### src/rtl/ssdiv_pkg.sv
// shared types and constants for the signed shift-subtract divider
package ssdiv_pkg;

    localparam int DATA_W = 32;

    typedef logic [DATA_W-1:0] t_word;

    // largest positive quotient, used when a positive magnitude overflows
    localparam t_word QUOT_MAX = {1'b0, {(DATA_W-1){1'b1}}};

    // payload carried from one divide stage to the next
    typedef struct packed {
        t_word rem;  // partial remainder
        t_word nq;   // dividend bits still to use on top, quotient bits below
        t_word den;  // divisor magnitude
        logic  neg;  // quotient is negative
        logic  dbz;  // divisor was zero
    } t_div_stage;

endpackage

### src/rtl/ssdiv_stage.sv
// one restoring divide step with its pipeline register
module ssdiv_stage (
    input  logic                  i_clk,
    input  logic                  i_rst_n,
    input  logic                  i_adv,
    input  logic                  i_valid,
    input  ssdiv_pkg::t_div_stage i_data,
    output logic                  o_valid,
    output ssdiv_pkg::t_div_stage o_data
);

    logic                  r_valid;
    ssdiv_pkg::t_div_stage r_data;
    ssdiv_pkg::t_div_stage n_data;
    logic [ssdiv_pkg::DATA_W:0]   w_trial;
    logic [ssdiv_pkg::DATA_W:0]   w_diff;
    logic                         w_ge;

    // bring down the next dividend bit and try the subtract
    assign w_trial = {i_data.rem, i_data.nq[ssdiv_pkg::DATA_W-1]};
    assign w_diff  = w_trial - {1'b0, i_data.den};
    assign w_ge    = ~w_diff[ssdiv_pkg::DATA_W];

    always_comb begin
        n_data     = i_data;
        n_data.rem = w_ge ? w_diff[ssdiv_pkg::DATA_W-1:0] : w_trial[ssdiv_pkg::DATA_W-1:0];
        n_data.nq  = {i_data.nq[ssdiv_pkg::DATA_W-2:0], w_ge};
    end

    always_ff @(posedge i_clk) begin
        if (!i_rst_n) begin
            r_valid <= 1'b0;
        end else if (i_adv) begin
            r_valid <= i_valid;
        end
    end

    always_ff @(posedge i_clk) begin
        if (i_adv) begin
            r_data <= n_data;
        end
    end

    assign o_valid = r_valid;
    assign o_data  = r_data;

endmodule

### config.mk
export PLATFORM = sky130hd
export DESIGN_NAME = ssdiv_stage
export DESIGN_NICKNAME = d
export VERILOG_FILES = /design/src/rtl/ssdiv_pkg.sv /design/src/rtl/ssdiv_stage.sv
export SDC_FILE = /design/constraint.sdc
export NUM_CORES = 1
export LEC_CHECK = 0
export BUFFER_PORTS_ARGS = -buffer_cell sky130_fd_sc_hd__buf_2
export CAP_MARGIN = 20
export CORE_MARGIN = 2
export CORE_UTILIZATION = 25
export CTS_CLUSTER_SIZE = 10
export DETAILED_ROUTE_END_ITERATION = 16
export PLACE_DENSITY = 0.45
export REMOVE_ABC_BUFFERS = 1
export SYNTH_ARGS = -nofsm -noshare
export SYNTH_HDL_FRONTEND = slang
export SYNTH_SLANG_ARGS = --single-unit
### constraint.sdc
create_clock -name i_clk -period 8.3 [get_ports i_clk]
set_input_delay 1.245 -clock i_clk [delete_from_list [all_inputs] [get_ports i_clk]]
set_output_delay 1.245 -clock i_clk [all_outputs]
set_load 0.02 [all_outputs]
==> summary.txt <==
ant diodes -> 0
CP endpoint kind -> flop
Die Ht -> 152 um
worst setup path class -> in -> reg
first-pass iteration count of the detailed router -> 4
CP max stage cell -> nor2_4
# H-tree levels -> 3
cts bufs inserted -> 9
Post-DP Area -> 0.00677 mm^2
hold path start -> o_valid
register area share after synthesis -> 54.1%
clk sinks -> 99
routability-driven placement congestion ratio -> 0.752
die area -> 0.0231 mm^2
Pleak -> 3.20 nW
R2R setup slack -> 7.69 ns
Final ANT Viol Nets -> 0
crit share post-route -> 53.7%
Initial Utilization -> 25.3%
Starting DRT DRC Count -> 221
Clock Latency Late Sink -> 0.35 ns
Yosys warnings -> 0
worst r2r path cells -> 2
layout cells sized above 1 -> 38.8%
Netlist cell types -> 50
crit-path cells -> buf_2 -> ha_1 -> fa_1 -> nand2b_1 -> a21oi_1 -> o211ai_1 -> a21oi_1 -> o31a_2 -> mux2i_1 -> nor2_4 -> buf_4 -> mux2_2
Die W -> 152 um
worst vdd ir -> 0.0872 mV
RSZ-0062 raised after global routing -> false
GR Overflow Total -> 0
CTS Hold Bufs -> 0
Clock Tree Buf Depth -> 2
Vias -> 4,169
startpoint types -> primary input
Synth Flop Type -> edfxtp_1
post-DP HPWL -> 11.9 mm
Max Clock Freq -> 225 MHz
Via density -> 4.47
Final #Nets -> 782
critical path fanouts, max -> 18
setup violators final -> 0
P&R area growth vs syn -> 29.4%
WL per Instance -> 16.3 um
total setup buffers inserted after CTS -> 0
Worst EP required -> 8.41 ns
area of the mapped netlist -> 0.00547 mm^2
pin count of the biggest net entering global routing -> 75
Port Buffers -> 200
Min Clock Period, post-route -> 4.45 ns
global-route usage over all layers -> 13.0%
skew final -> 0 ns
mean post-synth cell area -> 12.3 um^2
Worst-Margin Slew -> 0.988 ns
CP Capture Point -> o_data[69]
Final Hold Viols -> 0
Finished Cell Area -> 0.00708 mm^2
reg2reg start -> o_valid
fillers -> 2,245
FFs w/ async S/R, synth -> 0%
first-pass GRT wire length -> 23.7 mm
Crit path arrival time -> 4.56 ns
I/O pins -> 201
status -> finished clean
drt drc -> 0
Placement Rows -> 54
worst r2r dst -> o_valid
Post-synth EDFFs -> 98
Pwr Density -> 207 mW/mm^2
vias in the first global route -> 4,273
Setup TNS -> 0 ns
CTS clk-pin slew, worst paths -> 0.07 ns
Slew Viols, Final -> 0
routed wire length -> 15.2 mm
fin util -> 32.8%
critical path launch point -> i_data[2]
core area -> 0.0216 mm^2
slew margin rel. -> 34.1%
Worst Hold Class -> reg -> reg
Top cell by count, worst path -> a21oi_1
crit-path max cell delay -> 0.62 ns
flops & latches, synth -> 99
TritonCTS clock tree -> built
max-cap viol count -> 0
root buffer cell -> clkbuf_16
initial antenna violation count -> 0
Resize count post-CTS -> 0
Cells after Synth -> 445
==> how the worst min path moves through the flow <==
stage / to / slack, ns / depth (start not counted)
global placement: o_valid / 0.49 / 2
detailed placement: o_valid / 0.53 / 2
CTS: o_valid / 0.54 / 2
global route: o_valid / 0.60 / 2
floorplan: o_valid / 0.59 / 2
finish: o_valid / 0.53 / 2
==> cell usage in the layout, fill, tap and decap left out, types with 5 or more instances in the layout <==
master and count:
nand3_1 10, o21ai_0 17, ha_1 32, edfxtp_1 98, a21oi_1 38, nor2_1 18, nand2b_1 8, inv_1 38
buf_2 199, xor2_1 10, mux2_4 25, clkbuf_16 9, nor2b_1 6, xnor2_1 13, o21a_1 5, nand4_1 6
o21bai_1 5, mux2i_1 6, nand2_1 27, a21o_1 18, o211ai_1 6
==> stage by stage <==
stage	total power [W]	cells	setup slack [ns]	hold slack [ns]
after floorplan	0.000896	434	3.58	0.589
after global placement	0.00103	916	3.51	0.494
after detailed placement	0.00103	916	3.39	0.526
after CTS	0.00149	932	3.77	0.544
after global routing	0.00154	932	3.54	0.600
final	0.00146	932	3.85	0.534
==> report_power, final <==
group / total (W) / internal [W] / switching (W) / leakage, nW
Clock: 0.000445 / 0.000240 / 0.000205 / 0.151
Combinational: 0.000392 / 0.000162 / 0.000230 / 2.08
Sequential: 0.000626 / 0.000614 / 0.0000122 / 0.967
Total: 0.00146 / 0.00102 / 0.000447 / 3.20
==> cell usage after synthesis, drive strengths merged (8+ instances only) <==
cell | instances | area (um^2)
a21o | 18 | 135
a21oi | 39 | 199
edfxtp | 98 | 2940
ha | 32 | 400
inv | 38 | 143
mux2 | 28 | 409
nand2 | 27 | 101
nand2b | 8 | 50.1
nand3 | 10 | 50.1
nor2 | 19 | 73.8
o21ai | 18 | 90.1
xnor2 | 13 | 114
xor2 | 10 | 87.6
==> flip-flops by register name, indices dropped and copies added (netlist names) <==
register	flops
o_data	98
o_valid	1
==> kinds of logic (layout without fill, tap and decap cells) <==
family | count (synthesis) | after routing | synth area share, %
adders and majority gates | 33 | 33 | 7.68
DFF | 99 | 99 | 54.1
buffers and inverters | 49 | 256 | 3.96
and+or+nand+nor | 100 | 100 | 9.47
muxes | 34 | 34 | 8.57
xor gates and xnor gates | 23 | 23 | 3.68
AOI/OAI and AO/OA | 107 | 107 | 12.5
==> layout make-up <==
| type | count | area, um^2 | share of cell area [%] |
|---|---|---|---|
| repair buffers | 202 | 1020 | 14.4 |
| inverters | 38 | 143 | 2.01 |
| flip-flops and latches | 99 | 2960 | 41.8 |
| clock inverters | 7 | 85.1 | 1.20 |
| clock buffers | 9 | 225 | 3.18 |
| multi-input cells | 297 | 2300 | 32.5 |
| well taps | 280 | 350 | 4.95 |
==> critical path: cells and delay by family <==
family                   cells  cell delay (ns)
buffers and inverters        2             0.55
multiplexers                 2             0.49
adder cells (fa/ha/maj)      2             0.65
AO/OA/AOI/OAI                4             0.84
AND/OR/NAND/NOR              2             0.80
==> per-layer routing <==
metal	vias up	wire, um	global-route usage [%]
met5	-	0	0
met4	0	220	4.54
met3	14	713	2.42
met2	137	7020	21.0
met1	1968	7280	17.5
li1	2050	-	-
Power figures use the tool's default switching activity.
